## config.mk

```make
export PLATFORM = sky130hd
export DESIGN_NAME = token_chunk_planner
export DESIGN_NICKNAME = d
export VERILOG_FILES = /design/src/sv/tcp_pkg.sv /design/src/sv/tcp_ram.sv /design/src/sv/tcp_ctrl.sv /design/src/sv/tcp_datapath.sv /design/src/sv/token_chunk_planner.sv
export SDC_FILE = /design/constraint.sdc
export NUM_CORES = 1
export LEC_CHECK = 0
export BUFFER_PORTS_ARGS = -buffer_cell sky130_fd_sc_hd__buf_4
export CORE_ASPECT_RATIO = 0.75
export CORE_MARGIN = 2
export CORE_UTILIZATION = 60
export CTS_CLUSTER_SIZE = 10
export DETAILED_ROUTE_END_ITERATION = 12
export PLACE_DENSITY = 0.88
export SYNTH_ARGS = -nofsm -noshare
export SYNTH_HDL_FRONTEND = slang
export SYNTH_HIERARCHICAL = 1
export SYNTH_SLANG_ARGS = --single-unit
```

## constraint.sdc

```tcl
create_clock -name clk_i -period 20.1 [get_ports clk_i]
set_clock_uncertainty 0.15 [all_clocks]
set_input_delay 5.025 -clock clk_i [delete_from_list [all_inputs] [get_ports clk_i]]
set_output_delay 5.025 -clock clk_i [all_outputs]
set_load 0.03 [all_outputs]
```

## src/sv/tcp_pkg.sv

```systemverilog
// Shared constants, codes and control structs of the token chunk planner.
package tcp_pkg;

  localparam int unsigned NUM_VARIANTS_DEF = 4;
  localparam int unsigned MAX_BATCH_DEF    = 32;
  localparam int unsigned MAX_SEQS_DEF     = 1024;

  localparam int unsigned SIZE_W     = 13;
  localparam int unsigned LEN_W      = 12;
  localparam int unsigned IDX_W      = 10;
  localparam int unsigned LIMIT_W    = 6;
  localparam int unsigned RESULT_CAP = 64;
  localparam int unsigned RES_W      = $clog2(RESULT_CAP);
  // padding bound is four times the real tokens
  localparam int unsigned PAD_SHIFT  = 2;
  localparam int unsigned ONE_TOKEN  = 1;

  typedef enum logic [1:0] {
    STAT_OK     = 2'd0,
    STAT_NO_ONE = 2'd1,
    STAT_OVF    = 2'd2
  } status_e;

  typedef enum logic {
    CMD_NEXT = 1'b0,
    CMD_END  = 1'b1
  } command_e;

  typedef struct packed {
    logic capture_in;
    logic load_cfg;
    logic seq_take;
    logic seq_clear;
    logic flush_init;
    logic fit_batch;
    logic emit_batch;
    logic batch_clear;
    logic push;
    logic cut_init;
    logic fit_cut;
    logic emit_cut;
    logic emit_err;
  } tcp_cmd_t;

  typedef struct packed {
    logic has_one;
    logic cmd_end;
    logic len_zero;
    logic len_one;
    logic batch_empty;
    logic batch_full;
    logic slot_free;
    logic batch_last;
    logic cut_last;
  } tcp_stat_t;

endpackage

```

## src/sv/tcp_ram.sv

```systemverilog
// Generic single-write, single-read RAM with registered read data.
module tcp_ram #(
  parameter int unsigned WIDTH = 8,
  parameter int unsigned DEPTH = 32,
  localparam int unsigned AW = (DEPTH > 1) ? $clog2(DEPTH) : 1
) (
  input  logic             clk_i,
  input  logic             we_i,
  input  logic [AW-1:0]    waddr_i,
  input  logic [WIDTH-1:0] wdata_i,
  input  logic [AW-1:0]    raddr_i,
  output logic [WIDTH-1:0] rdata_o
);

  logic [WIDTH-1:0] mem_q [DEPTH];
  logic [WIDTH-1:0] rdata_q;

  always_ff @(posedge clk_i) begin
    if (we_i) begin
      mem_q[waddr_i] <= wdata_i;
    end
    rdata_q <= mem_q[raddr_i];
  end

  assign rdata_o = rdata_q;

endmodule

```

## src/sv/tcp_ctrl.sv

```systemverilog
// Sequencing state machine of the token chunk planner.
module tcp_ctrl import tcp_pkg::*; (
  input  logic      clk_i,
  input  logic      rst_ni,
  input  logic      in_valid_i,
  output logic      in_ready_o,
  input  tcp_stat_t stat_i,
  output tcp_cmd_t  cmd_o
);

  typedef enum logic [8:0] {
    S_IDLE     = 9'b000000001,
    S_PREP     = 9'b000000010,
    S_DECIDE   = 9'b000000100,
    S_ERR      = 9'b000001000,
    S_FL_RD    = 9'b000010000,
    S_FL_EMIT  = 9'b000100000,
    S_PUSH     = 9'b001000000,
    S_CUT_FIT  = 9'b010000000,
    S_CUT_EMIT = 9'b100000000
  } state_e;

  state_e state_q, state_d;
  logic   push_after_q, push_after_d;

  assign in_ready_o = (state_q == S_IDLE);

  always_comb begin
    state_d      = state_q;
    push_after_d = push_after_q;
    cmd_o        = '0;
    unique case (state_q)
      S_IDLE: begin
        if (in_valid_i) begin
          cmd_o.capture_in = 1'b1;
          state_d          = S_PREP;
        end
      end
      S_PREP: begin
        cmd_o.load_cfg = 1'b1;
        state_d        = S_DECIDE;
      end
      S_DECIDE: begin
        if (!stat_i.has_one) begin
          state_d = S_ERR;
        end else if (stat_i.cmd_end) begin
          cmd_o.seq_clear  = 1'b1;
          cmd_o.flush_init = 1'b1;
          push_after_d     = 1'b0;
          state_d          = stat_i.batch_empty ? S_IDLE : S_FL_RD;
        end else begin
          cmd_o.seq_take = 1'b1;
          if (stat_i.len_zero) begin
            state_d = S_IDLE;
          end else if (stat_i.len_one) begin
            if (stat_i.batch_full) begin
              cmd_o.flush_init = 1'b1;
              push_after_d     = 1'b1;
              state_d          = S_FL_RD;
            end else begin
              state_d = S_PUSH;
            end
          end else begin
            cmd_o.cut_init = 1'b1;
            state_d        = S_CUT_FIT;
          end
        end
      end
      S_ERR: begin
        if (stat_i.slot_free) begin
          cmd_o.emit_err = 1'b1;
          state_d        = S_IDLE;
        end
      end
      S_FL_RD: begin
        cmd_o.fit_batch = 1'b1;
        state_d         = S_FL_EMIT;
      end
      S_FL_EMIT: begin
        if (stat_i.slot_free) begin
          cmd_o.emit_batch = 1'b1;
          if (stat_i.batch_last) begin
            cmd_o.batch_clear = 1'b1;
            state_d           = push_after_q ? S_PUSH : S_IDLE;
          end else begin
            state_d = S_FL_RD;
          end
        end
      end
      S_PUSH: begin
        cmd_o.push = 1'b1;
        state_d    = S_IDLE;
      end
      S_CUT_FIT: begin
        cmd_o.fit_cut = 1'b1;
        state_d       = S_CUT_EMIT;
      end
      S_CUT_EMIT: begin
        if (stat_i.slot_free) begin
          cmd_o.emit_cut = 1'b1;
          state_d        = stat_i.cut_last ? S_IDLE : S_CUT_FIT;
        end
      end
      default: begin
        state_d = S_IDLE;
      end
    endcase
  end

  always_ff @(posedge clk_i or negedge rst_ni) begin
    if (!rst_ni) begin
      state_q      <= S_IDLE;
      push_after_q <= 1'b0;
    end else begin
      state_q      <= state_d;
      push_after_q <= push_after_d;
    end
  end

endmodule

```

## src/sv/tcp_datapath.sv

```systemverilog
// Datapath of the token chunk planner: registers, size fitting, batch store, output stage.
module tcp_datapath import tcp_pkg::*; #(
  parameter int unsigned NUM_VARIANTS = NUM_VARIANTS_DEF,
  parameter int unsigned MAX_BATCH    = MAX_BATCH_DEF,
  parameter int unsigned MAX_SEQS     = MAX_SEQS_DEF,
  localparam int unsigned CfgIdxW = $clog2(NUM_VARIANTS + 1)
) (
  input  logic               clk_i,
  input  logic               rst_ni,
  input  logic               cfg_we_i,
  input  logic [CfgIdxW-1:0] cfg_idx_i,
  input  logic [SIZE_W-1:0]  cfg_data_i,
  input  logic               command_i,
  input  logic [LEN_W-1:0]   seq_length_i,
  input  tcp_cmd_t           cmd_i,
  output tcp_stat_t          stat_o,
  output logic               out_valid_o,
  input  logic               out_ready_i,
  output logic [SIZE_W-1:0]  chunk_size_o,
  output logic [IDX_W-1:0]   seq_index_o,
  output logic [LEN_W-1:0]   token_offset_o,
  output logic [SIZE_W-1:0]  piece_tokens_o,
  output logic               chunk_start_o,
  output logic [1:0]         status_o,
  output logic               last_o
);

  localparam int unsigned SeqW = $clog2(MAX_SEQS);
  localparam int unsigned CntW = $clog2(MAX_BATCH + 1);
  localparam int unsigned AW   = (MAX_BATCH > 1) ? $clog2(MAX_BATCH) : 1;

  // configuration
  logic [SIZE_W-1:0]  variant_q [NUM_VARIANTS];
  logic [LIMIT_W-1:0] batch_limit_q;

  // persistent state
  logic [SeqW-1:0] seq_cnt_q, seq_cnt_d;
  logic [CntW-1:0] batch_cnt_q;

  // per-item registers
  logic              cmd_q;
  logic [LEN_W-1:0]  len_q;
  logic              has_one_q, has_one_d;
  logic [SIZE_W-1:0] largest_q, largest_d;
  logic [SIZE_W-1:0] small_q, small_d;
  logic [CntW-1:0]   lim_q, lim_d;
  logic [SIZE_W-1:0] lim_a;
  logic [SeqW-1:0]   seq_q;
  logic [LEN_W-1:0]  rem_q, off_q;
  logic [RES_W-1:0]  res_cnt_q;
  logic [CntW-1:0]   flush_idx_q;
  logic [SIZE_W-1:0] fitup_q, fitup_d;
  logic [SIZE_W-1:0] fitdn_q, fitdn_d;
  logic [SIZE_W-1:0] fit_x;
  logic              ge_q, ge_d;
  logic [SIZE_W:0]   bound_q, bound_d;

  // output stage
  logic              out_valid_q;
  logic [SIZE_W-1:0] size_q, size_d;
  logic [IDX_W-1:0]  sidx_q, sidx_d;
  logic [LEN_W-1:0]  offo_q, offo_d;
  logic [SIZE_W-1:0] tok_q, tok_d;
  logic              start_q, start_d;
  status_e           status_q, status_d;
  logic              last_q, last_d;

  // cut step
  logic              pad_ok;
  logic [LEN_W-1:0]  n_sel;
  logic [SIZE_W-1:0] dim_sel;
  logic [LEN_W-1:0]  rem_next;
  logic              cut_done, cut_over;

  logic              ram_we;
  logic [SeqW-1:0]   ram_rdata;
  logic              emit;
  logic [IDX_W+SeqW-1:0] seq_ext_cnt, seq_ext_q, seq_ext_ram;

  // variant summary: one-token presence, largest, smallest multi-token size
  always_comb begin
    has_one_d = 1'b0;
    largest_d = '0;
    small_d   = SIZE_W'(ONE_TOKEN);
    for (int i = 0; i < NUM_VARIANTS; i++) begin
      if (variant_q[i] == SIZE_W'(ONE_TOKEN)) has_one_d = 1'b1;
      if (variant_q[i] > largest_d) largest_d = variant_q[i];
      if (variant_q[i] > SIZE_W'(ONE_TOKEN) &&
          (small_d == SIZE_W'(ONE_TOKEN) || variant_q[i] < small_d)) begin
        small_d = variant_q[i];
      end
    end
    lim_a = (batch_limit_q == '0) ? SIZE_W'(ONE_TOKEN) : SIZE_W'(batch_limit_q);
    if (lim_a > SIZE_W'(MAX_BATCH)) lim_a = SIZE_W'(MAX_BATCH);
    if (lim_a > largest_d) lim_a = largest_d;
    lim_d = lim_a[CntW-1:0];
  end

  // fit unit: smallest size holding x, largest size not above x
  always_comb begin
    fit_x   = cmd_i.fit_batch ? SIZE_W'(batch_cnt_q) : SIZE_W'(rem_q);
    fitup_d = largest_q;
    fitdn_d = '0;
    for (int i = 0; i < NUM_VARIANTS; i++) begin
      if (variant_q[i] >= fit_x && variant_q[i] < fitup_d) fitup_d = variant_q[i];
      if (variant_q[i] <= fit_x && variant_q[i] > fitdn_d) fitdn_d = variant_q[i];
    end
    ge_d    = {1'b0, rem_q} >= largest_q;
    bound_d = (SIZE_W + 1)'(rem_q) << PAD_SHIFT;
    if (bound_d < {1'b0, small_q}) bound_d = {1'b0, small_q};
  end

  // choose the piece of the current cut step
  always_comb begin
    pad_ok = {1'b0, fitup_q} <= bound_q;
    if (ge_q) begin
      n_sel   = largest_q[LEN_W-1:0];
      dim_sel = largest_q;
    end else if (pad_ok) begin
      n_sel   = rem_q;
      dim_sel = fitup_q;
    end else begin
      n_sel   = fitdn_q[LEN_W-1:0];
      dim_sel = fitdn_q;
    end
    rem_next = rem_q - n_sel;
    cut_done = (rem_next == '0);
    cut_over = (res_cnt_q == RES_W'(RESULT_CAP - 1)) && !cut_done;
  end

  assign seq_cnt_d = (seq_cnt_q == SeqW'(MAX_SEQS - 1)) ? '0 : seq_cnt_q + 1'b1;

  assign seq_ext_cnt = {{IDX_W{1'b0}}, seq_cnt_q};
  assign seq_ext_q   = {{IDX_W{1'b0}}, seq_q};
  assign seq_ext_ram = {{IDX_W{1'b0}}, ram_rdata};

  // output payload selection
  always_comb begin
    size_d   = '0;
    sidx_d   = seq_ext_cnt[IDX_W-1:0];
    offo_d   = '0;
    tok_d    = '0;
    start_d  = 1'b0;
    status_d = STAT_NO_ONE;
    last_d   = 1'b1;
    if (cmd_i.emit_batch) begin
      size_d   = fitup_q;
      sidx_d   = seq_ext_ram[IDX_W-1:0];
      tok_d    = SIZE_W'(ONE_TOKEN);
      start_d  = (flush_idx_q == '0);
      status_d = STAT_OK;
      last_d   = stat_o.batch_last;
    end else if (cmd_i.emit_cut) begin
      size_d   = dim_sel;
      sidx_d   = seq_ext_q[IDX_W-1:0];
      offo_d   = off_q;
      tok_d    = SIZE_W'(n_sel);
      start_d  = 1'b1;
      status_d = cut_over ? STAT_OVF : STAT_OK;
      last_d   = cut_done || cut_over;
    end
  end

  assign emit   = cmd_i.emit_err || cmd_i.emit_batch || cmd_i.emit_cut;
  assign ram_we = cmd_i.push && (batch_cnt_q < CntW'(MAX_BATCH));

  tcp_ram #(
    .WIDTH (SeqW),
    .DEPTH (MAX_BATCH)
  ) u_batch_ram (
    .clk_i   (clk_i),
    .we_i    (ram_we),
    .waddr_i (batch_cnt_q[AW-1:0]),
    .wdata_i (seq_q),
    .raddr_i (flush_idx_q[AW-1:0]),
    .rdata_o (ram_rdata)
  );

  // control state and configuration
  always_ff @(posedge clk_i or negedge rst_ni) begin
    if (!rst_ni) begin
      for (int i = 0; i < NUM_VARIANTS; i++) begin
        variant_q[i] <= (i == 0) ? SIZE_W'(ONE_TOKEN) : '0;
      end
      batch_limit_q <= LIMIT_W'(1);
      seq_cnt_q     <= '0;
      batch_cnt_q   <= '0;
      flush_idx_q   <= '0;
      res_cnt_q     <= '0;
      out_valid_q   <= 1'b0;
    end else begin
      if (cfg_we_i) begin
        for (int i = 0; i < NUM_VARIANTS; i++) begin
          if (cfg_idx_i == CfgIdxW'(i)) variant_q[i] <= cfg_data_i;
        end
        if (cfg_idx_i == CfgIdxW'(NUM_VARIANTS)) batch_limit_q <= cfg_data_i[LIMIT_W-1:0];
      end
      if (cmd_i.seq_clear) begin
        seq_cnt_q <= '0;
      end else if (cmd_i.seq_take) begin
        seq_cnt_q <= seq_cnt_d;
      end
      if (cmd_i.batch_clear) begin
        batch_cnt_q <= '0;
      end else if (ram_we) begin
        batch_cnt_q <= batch_cnt_q + 1'b1;
      end
      if (cmd_i.flush_init) begin
        flush_idx_q <= '0;
      end else if (cmd_i.emit_batch) begin
        flush_idx_q <= flush_idx_q + 1'b1;
      end
      if (cmd_i.cut_init) begin
        res_cnt_q <= '0;
      end else if (cmd_i.emit_cut) begin
        res_cnt_q <= res_cnt_q + 1'b1;
      end
      if (emit) begin
        out_valid_q <= 1'b1;
      end else if (out_ready_i) begin
        out_valid_q <= 1'b0;
      end
    end
  end

  // payload registers
  always_ff @(posedge clk_i) begin
    if (cmd_i.capture_in) begin
      cmd_q <= command_i;
      len_q <= seq_length_i;
    end
    if (cmd_i.load_cfg) begin
      has_one_q <= has_one_d;
      largest_q <= largest_d;
      small_q   <= small_d;
      lim_q     <= lim_d;
    end
    if (cmd_i.seq_take) seq_q <= seq_cnt_q;
    if (cmd_i.cut_init) begin
      rem_q <= len_q;
      off_q <= '0;
    end else if (cmd_i.emit_cut) begin
      rem_q <= rem_next;
      off_q <= off_q + n_sel;
    end
    if (cmd_i.fit_cut || cmd_i.fit_batch) fitup_q <= fitup_d;
    if (cmd_i.fit_cut) begin
      fitdn_q <= fitdn_d;
      ge_q    <= ge_d;
      bound_q <= bound_d;
    end
    if (emit) begin
      size_q   <= size_d;
      sidx_q   <= sidx_d;
      offo_q   <= offo_d;
      tok_q    <= tok_d;
      start_q  <= start_d;
      status_q <= status_d;
      last_q   <= last_d;
    end
  end

  always_comb begin
    stat_o.has_one     = has_one_q;
    stat_o.cmd_end     = (cmd_q == CMD_END);
    stat_o.len_zero    = (len_q == '0);
    stat_o.len_one     = (len_q == LEN_W'(ONE_TOKEN));
    stat_o.batch_empty = (batch_cnt_q == '0);
    stat_o.batch_full  = (batch_cnt_q >= lim_q);
    stat_o.slot_free   = !out_valid_q || out_ready_i;
    stat_o.batch_last  = (CntW'(flush_idx_q + 1'b1) == batch_cnt_q);
    stat_o.cut_last    = cut_done || cut_over;
  end

  assign out_valid_o    = out_valid_q;
  assign chunk_size_o   = size_q;
  assign seq_index_o    = sidx_q;
  assign token_offset_o = offo_q;
  assign piece_tokens_o = tok_q;
  assign chunk_start_o  = start_q;
  assign status_o       = status_q;
  assign last_o         = last_q;

endmodule

```

## src/sv/token_chunk_planner.sv

```systemverilog
// Top level of the token chunk planner: state machine plus datapath.
//
// Usage: each input request carries a command and a subsequence length.
// A next-subsequence request takes the next sequence number; lengths of one
// are gathered into a batch (up to the batch limit), longer ones are cut into
// chunks sized from the configured variant sizes. An end request flushes the
// batch and restarts numbering. Results leave one piece per output request,
// with last set on the final piece of the input request.
// Timing: one request at a time. Decode steps through capture, summarizing
// the variant table and deciding; each result then takes the shared fit unit
// or the batch store read, then the output register load. An error result
// skips the fit step. A zero length or an end with an empty batch returns to
// idle after the decision; parking a single token takes a further push step,
// after any batch flush it forces.
// The output register decouples the sides: the next request is taken while
// the last result still waits. When the receiver stalls, the planner holds
// its current piece until the output register frees up.
// Reset: variant a = 1, others 0, batch limit 1, numbering and batch empty.
// The user must make configuration writes only while idle; the block does not enforce it.
module token_chunk_planner import tcp_pkg::*; #(
  parameter int unsigned NUM_VARIANTS = NUM_VARIANTS_DEF,
  parameter int unsigned MAX_BATCH    = MAX_BATCH_DEF,
  parameter int unsigned MAX_SEQS     = MAX_SEQS_DEF,
  localparam int unsigned CfgIdxW = $clog2(NUM_VARIANTS + 1)
) (
  input  logic               clk_i,
  input  logic               rst_ni,
  input  logic               cfg_we_i,
  input  logic [CfgIdxW-1:0] cfg_idx_i,
  input  logic [SIZE_W-1:0]  cfg_data_i,
  input  logic               in_valid_i,
  output logic               in_ready_o,
  input  logic               command_i,
  input  logic [LEN_W-1:0]   seq_length_i,
  output logic               out_valid_o,
  input  logic               out_ready_i,
  output logic [SIZE_W-1:0]  chunk_size_o,
  output logic [IDX_W-1:0]   seq_index_o,
  output logic [LEN_W-1:0]   token_offset_o,
  output logic [SIZE_W-1:0]  piece_tokens_o,
  output logic               chunk_start_o,
  output logic [1:0]         status_o,
  output logic               last_o
);

  tcp_cmd_t  cmd;
  tcp_stat_t stat;

  // sequencing: one request at a time, one step per state
  tcp_ctrl u_ctrl (
    .clk_i      (clk_i),
    .rst_ni     (rst_ni),
    .in_valid_i (in_valid_i),
    .in_ready_o (in_ready_o),
    .stat_i     (stat),
    .cmd_o      (cmd)
  );

  // registers, fit unit, batch store and the output register
  tcp_datapath #(
    .NUM_VARIANTS (NUM_VARIANTS),
    .MAX_BATCH    (MAX_BATCH),
    .MAX_SEQS     (MAX_SEQS)
  ) u_datapath (
    .clk_i          (clk_i),
    .rst_ni         (rst_ni),
    .cfg_we_i       (cfg_we_i),
    .cfg_idx_i      (cfg_idx_i),
    .cfg_data_i     (cfg_data_i),
    .command_i      (command_i),
    .seq_length_i   (seq_length_i),
    .cmd_i          (cmd),
    .stat_o         (stat),
    .out_valid_o    (out_valid_o),
    .out_ready_i    (out_ready_i),
    .chunk_size_o   (chunk_size_o),
    .seq_index_o    (seq_index_o),
    .token_offset_o (token_offset_o),
    .piece_tokens_o (piece_tokens_o),
    .chunk_start_o  (chunk_start_o),
    .status_o       (status_o),
    .last_o         (last_o)
  );

endmodule

```

**After elaboration in Yosys (flattened, before gate mapping)**

Memory sizes are Yosys's and may differ from the RTL's. A register that Yosys moved wholly into a read port is not among the register bits.
Cells that the tools add are included.

- Memories kept: 1
- Bits in registers: 270
- RAM bits: 320
- Bits of input ports: 34
- Logic and storage cells: 246
- Output and inout bits: 54

Memories:

| name | words | bits a word | rd ports | clocked after memory_dff | wr ports | RTL line | RTL |
|---|---|---|---|---|---|---|---|
| u_datapath.u_batch_ram.mem_q | 32 | 10 | 1 | 1 | 1 | tcp_ram.sv:15 | `logic [WIDTH-1:0] mem_q [DEPTH];` |

- Reductions and logical operators: 45
- Equal/unequal tests: 29
- Add/sub/neg operators: 6
- Order comparisons: 33
- Bitwise gates (word level): 1
- Muxes and demuxes: 95

Operators by type and width:

| cell | number |
|---|---|
| $mux W13 | 21 |
| $eq A13 B1 Y1 const B | 7 |
| $lt A13 B13 Y1 | 7 |
| $mux W9 | 9 |
| $gt A13 B13 Y1 | 6 |
| $pmux W9 S8 | 1 |
| $gt A13 B1 Y1 const B | 5 |
| $mux W12 | 5 |
| $mux W6 | 9 |
| $ge A13 B13 Y1 | 4 |
| $le A13 B13 Y1 | 4 |
| $mux W10 | 5 |
| $mux W1 | 36 |
| $logic_not A12 Y1 | 2 |
| $add A6 B1 Y6 const B | 3 |
| $logic_not A6 Y1 | 3 |
| $le A13 B14 Y1 | 1 |
| $lt A14 B13 Y1 | 1 |
| $mux W7 | 2 |
| $reduce_bool A2 Y1 | 7 |
| $ge A12 B13 Y1 | 1 |
| $gt A13 B6 Y1 const B | 1 |
| $gt A6 B13 Y1 | 1 |
| $logic_and A1 B1 Y1 | 13 |
| 36 further kinds | 55 |

**Depth between registers and ports, before layout**

Gate-level depths: netlist (run 1).

- Word-level depth: 15
- Gate-level depth with buffers: 48
- Gate-level depth less buffers: 41

**By module**

Netlist (run 1), hierarchy kept.

Modules (own cells, without submodules):

| module | instances | sequential area each (um^2) | cells an instance | area an instance (um^2) |
|---|---|---|---|---|
| tcp_datapath | 1 | 7224.4 | 2127 | 20190.6 |
| tcp_ram | 1 | 9809.4 | 733 | 12993.7 |
| tcp_ctrl | 1 | 251.5 | 92 | 808.3 |

**Worst setup path after synthesis (run 1)**

Ideal clock, no wire load.

- Kind: flip-flop to flip-flop
- Start point: register u_ctrl.state_q[5]
- End point: register u_datapath.fitup_q[10] (data pin)
- Setup slack: 10.266 ns
- Path buffers: 7
- Clock period less this slack: 9.834 ns
- Arrival: 9.419 ns
- Library setup time: 0.265 ns
- Required time: 19.685 ns
- Stages on the path, launching flop included: 48
- Path through: dfrtp_1 > clkbuf_1 > or3_1 > buf_2 > or2_1 > nor4b_2 > buf_1 > mux2i_1 > ha_1 > and3_1 > o21ai_0 > a311oi_2 > nor3_1 > nor2_1 > buf_2 > mux2i_1 > ha_1 > a21o_1 > [12 not listed] > a21oi_1 > nor3_1 > o21ai_0 > a21o_1 > buf_2 > mux2i_1 > ha_1 > a21o_1 > a21o_1 > a21oi_1 > nor2b_1 > o21ai_0 > a21oi_1 > nor3_1 > nand2_1 > o21ai_1 > buf_2 > mux2i_1

RTL lines:

| what | RTL line | RTL |
|---|---|---|
| start, declared | tcp_ctrl.sv:23 | `state_e state_q, state_d;` |
| start signal, assigned | tcp_ctrl.sv:115 | `state_q <= state_d;` |
| end signal, assigned | tcp_datapath.sv:246 | `if (cmd_i.fit_cut \|\| cmd_i.fit_batch) fitup_q <= fitup_d;` |
| end, declared | tcp_datapath.sv:52 | `logic [SIZE_W-1:0] fitup_q, fitup_d;` |

==> results of run 1 <==
[synth_stat cells, types with 9 or more instances]
| master | count |
|---|---|
| a211oi_1 | 13 |
| nand2_1 | 185 |
| and3_1 | 15 |
| a21oi_1 | 167 |
| o21a_1 | 16 |
| buf_2 | 26 |
| a22o_1 | 32 |
| nor2b_1 | 32 |
| mux2_2 | 49 |
| xnor2_1 | 22 |
| xor2_1 | 29 |
| dfrtp_1 | 94 |
| nor4_1 | 23 |
| edfxtp_1 | 480 |
| or2_2 | 9 |
| buf_1 | 10 |
| o211ai_1 | 9 |
| a21o_1 | 57 |
| nand3_1 | 62 |
| and2_1 | 26 |
| inv_1 | 176 |
| clkbuf_1 | 67 |
| nor2_1 | 193 |
| nor3_2 | 11 |
| nand4_1 | 56 |
| mux2i_1 | 278 |
| nand3b_1 | 12 |
| o21ai_0 | 168 |
| a31oi_1 | 36 |
| buf_4 | 10 |
| nand2b_1 | 29 |
| a22oi_1 | 42 |
| nor3_1 | 39 |
| ha_1 | 283 |
| dfxtp_1 | 22 |
[cell type report]
class                      count  area [um^2]
sequential                   599        17300
fill                        3888        18500
antenna                        1         2.50
clock buffer                 118         2020
timing repair buffer         137         1030
tap                          731          915
inverter                     177          664
multi-input combinational   2050        15400
clock inverter                 8          128
[cells by family after synthesis]
family,synth area share [%]
simple gates,11.4
xor+xnor,1.31
other cells,0.0221
buf+inv,4.13
compound gates,11.8
flops,50.9
fa+ha+maj,10.5
mux,9.95
[registers in the layout (all words and copies together) (netlist names), 12 cells and up]
| register | flops |
|---|---|
| u_datapath/token_offset_o | 12 |
| u_datapath/fitup_q | 13 |
| u_datapath/largest_q | 13 |
| u_datapath/fitdn_q | 13 |
| u_datapath/rem_q | 12 |
| u_datapath/off_q | 12 |
| u_datapath/chunk_size_o | 13 |
| u_datapath/len_q | 12 |
| u_datapath/bound_q | 14 |
| u_datapath/piece_tokens_o | 12 |
| u_datapath/u_batch_ram/mem_q | 320 |
| u_datapath/variant_q | 52 |
| u_datapath/small_q | 13 |
[tightest hold or removal path, cell delays in order (launching register included)]
cell and delay [ns]:
dfxtp_1 0.35, mux2i_1 0.07, nor2_1 0.07
[layer usage]
layer	track usage, %	part of all wire (%)
met5	0	0.11
met4	12.9	3.8
met3	13.8	15
met2	54.1	42
met1	52.1	39
[per-stage QoR]
| stage | util (%) | hold slack, ns |
|---|---|---|
| final | 66.9 | 0.376 |
| after global placement | 63.1 | 0.352 |
| after floorplan | - | 0.321 |
| after global routing | 66.9 | 0.410 |
| after detailed placement | 63.1 | 0.370 |
| after CTS | 66.9 | 0.379 |
[power breakdown]
part | internal, W | total [W] | switching (W)
Clock | 0.000700 | 0.00121 | 0.000513
Sequential | 0.00145 | 0.00161 | 0.000162
Combinational | 0.000682 | 0.00182 | 0.00114
[worst min path at each step]
| stage | cells past startpoint | from | end | slack [ns] |
|---|---|---|---|---|
| 2_1_floorplan | 2 | u_datapath/off_q[11] | u_datapath/off_q[11] | 0.32 |
| 3_3_place_gp | 2 | u_datapath/off_q[2] | u_datapath/off_q[2] | 0.35 |
| 3_5_place_dp | 2 | u_datapath/off_q[5] | u_datapath/off_q[5] | 0.37 |
| 4_1_cts | 2 | u_datapath/off_q[2] | u_datapath/off_q[2] | 0.38 |
| 5_1_grt | 1 | u_datapath/batch_limit_q[4] | u_datapath/batch_limit_q[4] | 0.41 |
| 6_report | 2 | u_datapath/off_q[5] | u_datapath/off_q[5] | 0.38 |
==> results.yml, run 1 <==
worst_hold_path:
  hold_class: "reg2reg"
timing:
  rsz0062_at_grt: "false"
  tns_ns: 0
  max_freq_mhz: 84.8
  worst_slew_pin_slew_ns: 1.40
  finalSetupViolations: 0
  fin_ws_ns: 8.30
  finalMaxSlewViolations: 0
  slew_headroom_pct: 6.59
  finalHoldViolations: 0
  finalCritPeriodShare_pct: 58.7
  fin_crit_ns: 11.80
critical_path:
  path_buf_inv: 1
  rr_endpoint: "u_datapath/fitdn_q[7]"
  critPathCapture: "u_datapath/fitdn_q[7]"
  cpLargestDelayFamily: "compound AO/OA/AOI/OAI gates"
  cp.depth: 33
  arrival_ns: 12.11
  slowest_stage: "o21ai_0"
  cp-start-kind: "register"
  critical_path_class: "reg2reg"
  reg2reg_depth: 33
  cp-startpoint: "u_ctrl/state_q[5]"
  max_stage_delay_ns: 1.14
  reg2reg_slack_ns: 8.30
  critical_path_peak_fanout: 22
  r2r_start: "u_ctrl/state_q[5]"
  critPathCaptureType: "register"
  worst_ep_required_time_ns: 20.41
clock_tree:
  h-tree-depth: 3
  cts_tree: "yes"
  clk_latency_ns: 0.64
  postCtsHoldBufs: 0
  cts_sinks: 599
  clkTransAtPathRegs_ns: 0.07
  clock_path_buffers: 3
  cts_resized: 0
  post-cts-setup-buffers: 0
  cts_made_buffers: 71
  cts-root-buf: "clkbuf_16"
detailed_routing:
  vias: 26200
  wire_per_inst_um: 28.9
  drc: 0
  drt_pass1_iterations: 7
  drt_iter0_drc: 4092
  vias_per_cell: 6.85
  drt-total-wl_um: 110000
  ant_nets: 0
final_layout:
  final_cell_mix: "edfxtp_1, ha_1, mux2i_1, nor2_1, nand2_1"
  nNetsFinal: 3355
  layout_commonest_cell: "edfxtp_1"
  drive_gt1_share_pct: 10.8
  final_cell_count_no_fill: 3821
  final_area_mm2: 0.0374
  syn2layout_area_growth_pct: 10.1
logic_synthesis:
  async_flop_share_pct: 16.2
  synth_cell_types: 99
  ys_warn_count: 6
  synth.area.top_cells: "edfxtp_1, ha_1, mux2i_1"
  yosysTopAreaCell: "edfxtp_1"
  synth_edf_count: 480
  yosysSeqAreaShare_pct: 50.9
  syn_avg_cell_area_um2: 11.5
  synthesis.area_mm2: 0.0340
  syn_inst: 2952
  ys_ff_latch: 599
  synth_top_area_share_pct: 42.4
  synth_top_flop_cell: "edfxtp_1"
die:
  core_area_mm2: 0.0559
  ios: 88
  die-area_mm2: 0.0586
  die_y_um: 210
  start_util_pct: 60.8
  dieWidth_um: 279
  rows: 75
grt:
  grt.total_usage_pct: 37.4
  grt_pass1_vias: 25300
  overflow: 0
  grt_antenna_before_repair: 4
  grt_first_pass_wirelength_um: 162000
  grt_max_degree: 71
run_status:
  outcome: "finished clean"
placed_design:
  dpl_cell_area_mm2: 0.0353
  port_buffers: 86
  dp_hpwl_um: 76200
  post-place-cells: 3694
  place_congestion: 1.02
  post-place-ws_ns: 8.77
power:
  max-vdd-ir-drop_v: 0.000119
  leakage_nw: 14.5
  p_total_w: 0.00465
  power_density_mw_per_mm2: 124
job:
  cap_violations: 0
(Power assumes the default switching activity.)
==> inputs of run 2 (changes only) <==
==> constraint.sdc (replaced) <==
create_clock -name clk_i -period 12.3 [get_ports clk_i]
set_clock_uncertainty 0.15 [all_clocks]
set_input_delay 3.075 -clock clk_i [delete_from_list [all_inputs] [get_ports clk_i]]
set_output_delay 3.075 -clock clk_i [all_outputs]
set_load 0.03 [all_outputs]
==> run 2 against run 1 <==
Net effect:
- register-to-register slack worse by 7.6 ns
- critical endpoint is now u_datapath/fitdn_q[8]
- clock power grew 60%
- flip-flop and latch count is the same
- combinational power rose by 63%
- sequential share of layout area barely moved
- largest cell class unchanged
- non-clock buffer count is 1 higher
- first-iteration DRC count rose by 2.4%
- utilization is essentially flat
- count of clock-buffer cells in the layout is 3 lower
- wire length decreased by 1.6%
==> results.yml, run 2 (synthesis results as in run 1) <==
run_status:
  outcome: "finished clean"
critical_path:
  reg2reg_slack_ns: 0.70
  reg2reg_depth: 36
  max_stage_delay_ns: 0.68
  crit_top_cell: "nand2_1"
  critPathCaptureType: "register"
  critical_path_class: "reg2reg"
  critPathCapture: "u_datapath/fitdn_q[8]"
  r2r_start: "u_ctrl/state_q[5]"
  rr_endpoint: "u_datapath/fitdn_q[8]"
  arrival_ns: 11.89
  worst_ep_required_time_ns: 12.59
  cp-start-kind: "register"
  critical_path_peak_fanout: 21
  slowest_stage: "a31oi_1"
  cp-startpoint: "u_ctrl/state_q[5]"
power:
  p_total_w: 0.00752
  max-vdd-ir-drop_v: 0.000176
  leakage_nw: 14.5
  power_density_mw_per_mm2: 201
grt:
  grt_antenna_before_repair: 6
  overflow: 0
  grt_pass1_vias: 25100
  grt_first_pass_wirelength_um: 159000
  grt_max_degree: 153
  grt.total_usage_pct: 36.7
worst_hold_path:
  whs_path_depth: 2
  hold_class: "reg2reg"
placed_design:
  dp_hpwl_um: 75200
  dpl_cell_area_mm2: 0.0353
  place_congestion: 1.03
  port_buffers: 86
  post-place-ws_ns: 1.27
die:
  die-area_mm2: 0.0586
  die_y_um: 210
  ios: 88
  start_util_pct: 60.8
  dieWidth_um: 279
  core_area_mm2: 0.0559
  rows: 75
detailed_routing:
  drt-total-wl_um: 108000
  ant_nets: 0
  vias_per_cell: 6.83
  wire_per_inst_um: 28.4
  drt_pass1_iterations: 9
  drc: 0
  drt_iter0_drc: 4189
  vias: 26100
timing:
  finalSetupViolations: 0
  finalMaxSlewViolations: 0
  fin_crit_ns: 11.60
  rsz0062_at_grt: "false"
  finalCritPeriodShare_pct: 94.3
  fin_ws_ns: 0.701
  max_freq_mhz: 86.2
  slew_headroom_pct: 10.4
  finalHoldViolations: 0
  tns_ns: 0
  worst_slew_pin_slew_ns: 1.34
clock_tree:
  cts_sinks: 599
  cts-root-buf: "clkbuf_16"
  clkTransAtPathRegs_ns: 0.07
  postCtsHoldBufs: 0
  h-tree-depth: 3
  clk_latency_ns: 0.64
  post-cts-setup-buffers: 0
  cts_made_buffers: 70
  cts_resized: 0
  clock_path_buffers: 3
  cts_tree: "yes"
final_layout:
  largest_register_ffs: 320
  multi_input_area_mm2: 0.0154
  final_area_mm2: 0.0374
  largest-register: "u_datapath/u_batch_ram/mem_q"
  drive_gt1_share_pct: 10.7
  syn2layout_area_growth_pct: 10.1
  nNetsFinal: 3355
  fin_util_pct: 66.9
  n_fill_cell: 3960
  final_cell_mix: "edfxtp_1, ha_1, mux2i_1, nor2_1, nand2_1"
  regArea_mm2: 0.0173
  layout_commonest_cell: "edfxtp_1"
  top_regs: "u_datapath/u_batch_ram/mem_q (320), u_datapath/variant_q (52), u_datapath/bound_q (14)"
job:
  cap_violations: 0
## run 2: where the power goes
part,leakage [nW],internal [W],total (W),switching (W)
logic,7.79,0.00112,0.00297,0.00185
registers,5.67,0.00237,0.00261,0.000242
clock network,1.00,0.00110,0.00194,0.000842
## run 2: stage by stage
step | cells | hold WS [ns]
final | 3819 | 0.373
after global routing | 3817 | 0.408
after CTS | 3817 | 0.364
after detailed placement | 3695 | 0.350
after global placement | 3695 | 0.345
after floorplan | 2955 | 0.321
## run 2: final cells by class
type / count / share of cell area (%)
diodes: 2 / 0.0134
clock inverters: 7 / 0.401
multi-input cells: 2050 / 41.1
repair buffers: 138 / 2.80
flip-flops and latches: 599 / 46.2
inverters: 177 / 1.78
clock buffers: 115 / 5.24
well taps: 731 / 2.44
## run 2: metal layers
| metal | vias up | GRT usage [%] | share of wire, % |
|---|---|---|---|
| met4 | 6 | 14.2 | 4.5 |
| met2 | 1926 | 53.2 | 42 |
| met5 | - | 0 | 0.031 |
| met3 | 379 | 13.1 | 15 |
| li1 | 11200 | - | - |
| met1 | 12500 | 50.6 | 39 |
## run 2: worst max-delay path: cells and delay by family, from the launching register on
| family | cells | cell delay [ns] |
|---|---|---|
| mux | 2 | 0.89 |
| fa+ha+maj | 4 | 1.21 |
| compound gates | 11 | 3.72 |
| buf+inv | 3 | 0.87 |
| flops | 1 | 0.46 |
| simple gates | 16 | 4.07 |
## run 2: how the worst min path moves through the flow
stage / start / endpoint / slack [ns]
floorplan: u_datapath/off_q[11] / u_datapath/off_q[11] / 0.32
global placement: u_datapath/off_q[11] / u_datapath/off_q[11] / 0.35
detailed placement: u_datapath/off_q[11] / u_datapath/off_q[11] / 0.35
CTS: u_datapath/off_q[11] / u_datapath/off_q[11] / 0.36
global route: u_datapath/batch_limit_q[4] / u_datapath/batch_limit_q[4] / 0.41
finish: u_datapath/off_q[11] / u_datapath/off_q[11] / 0.37
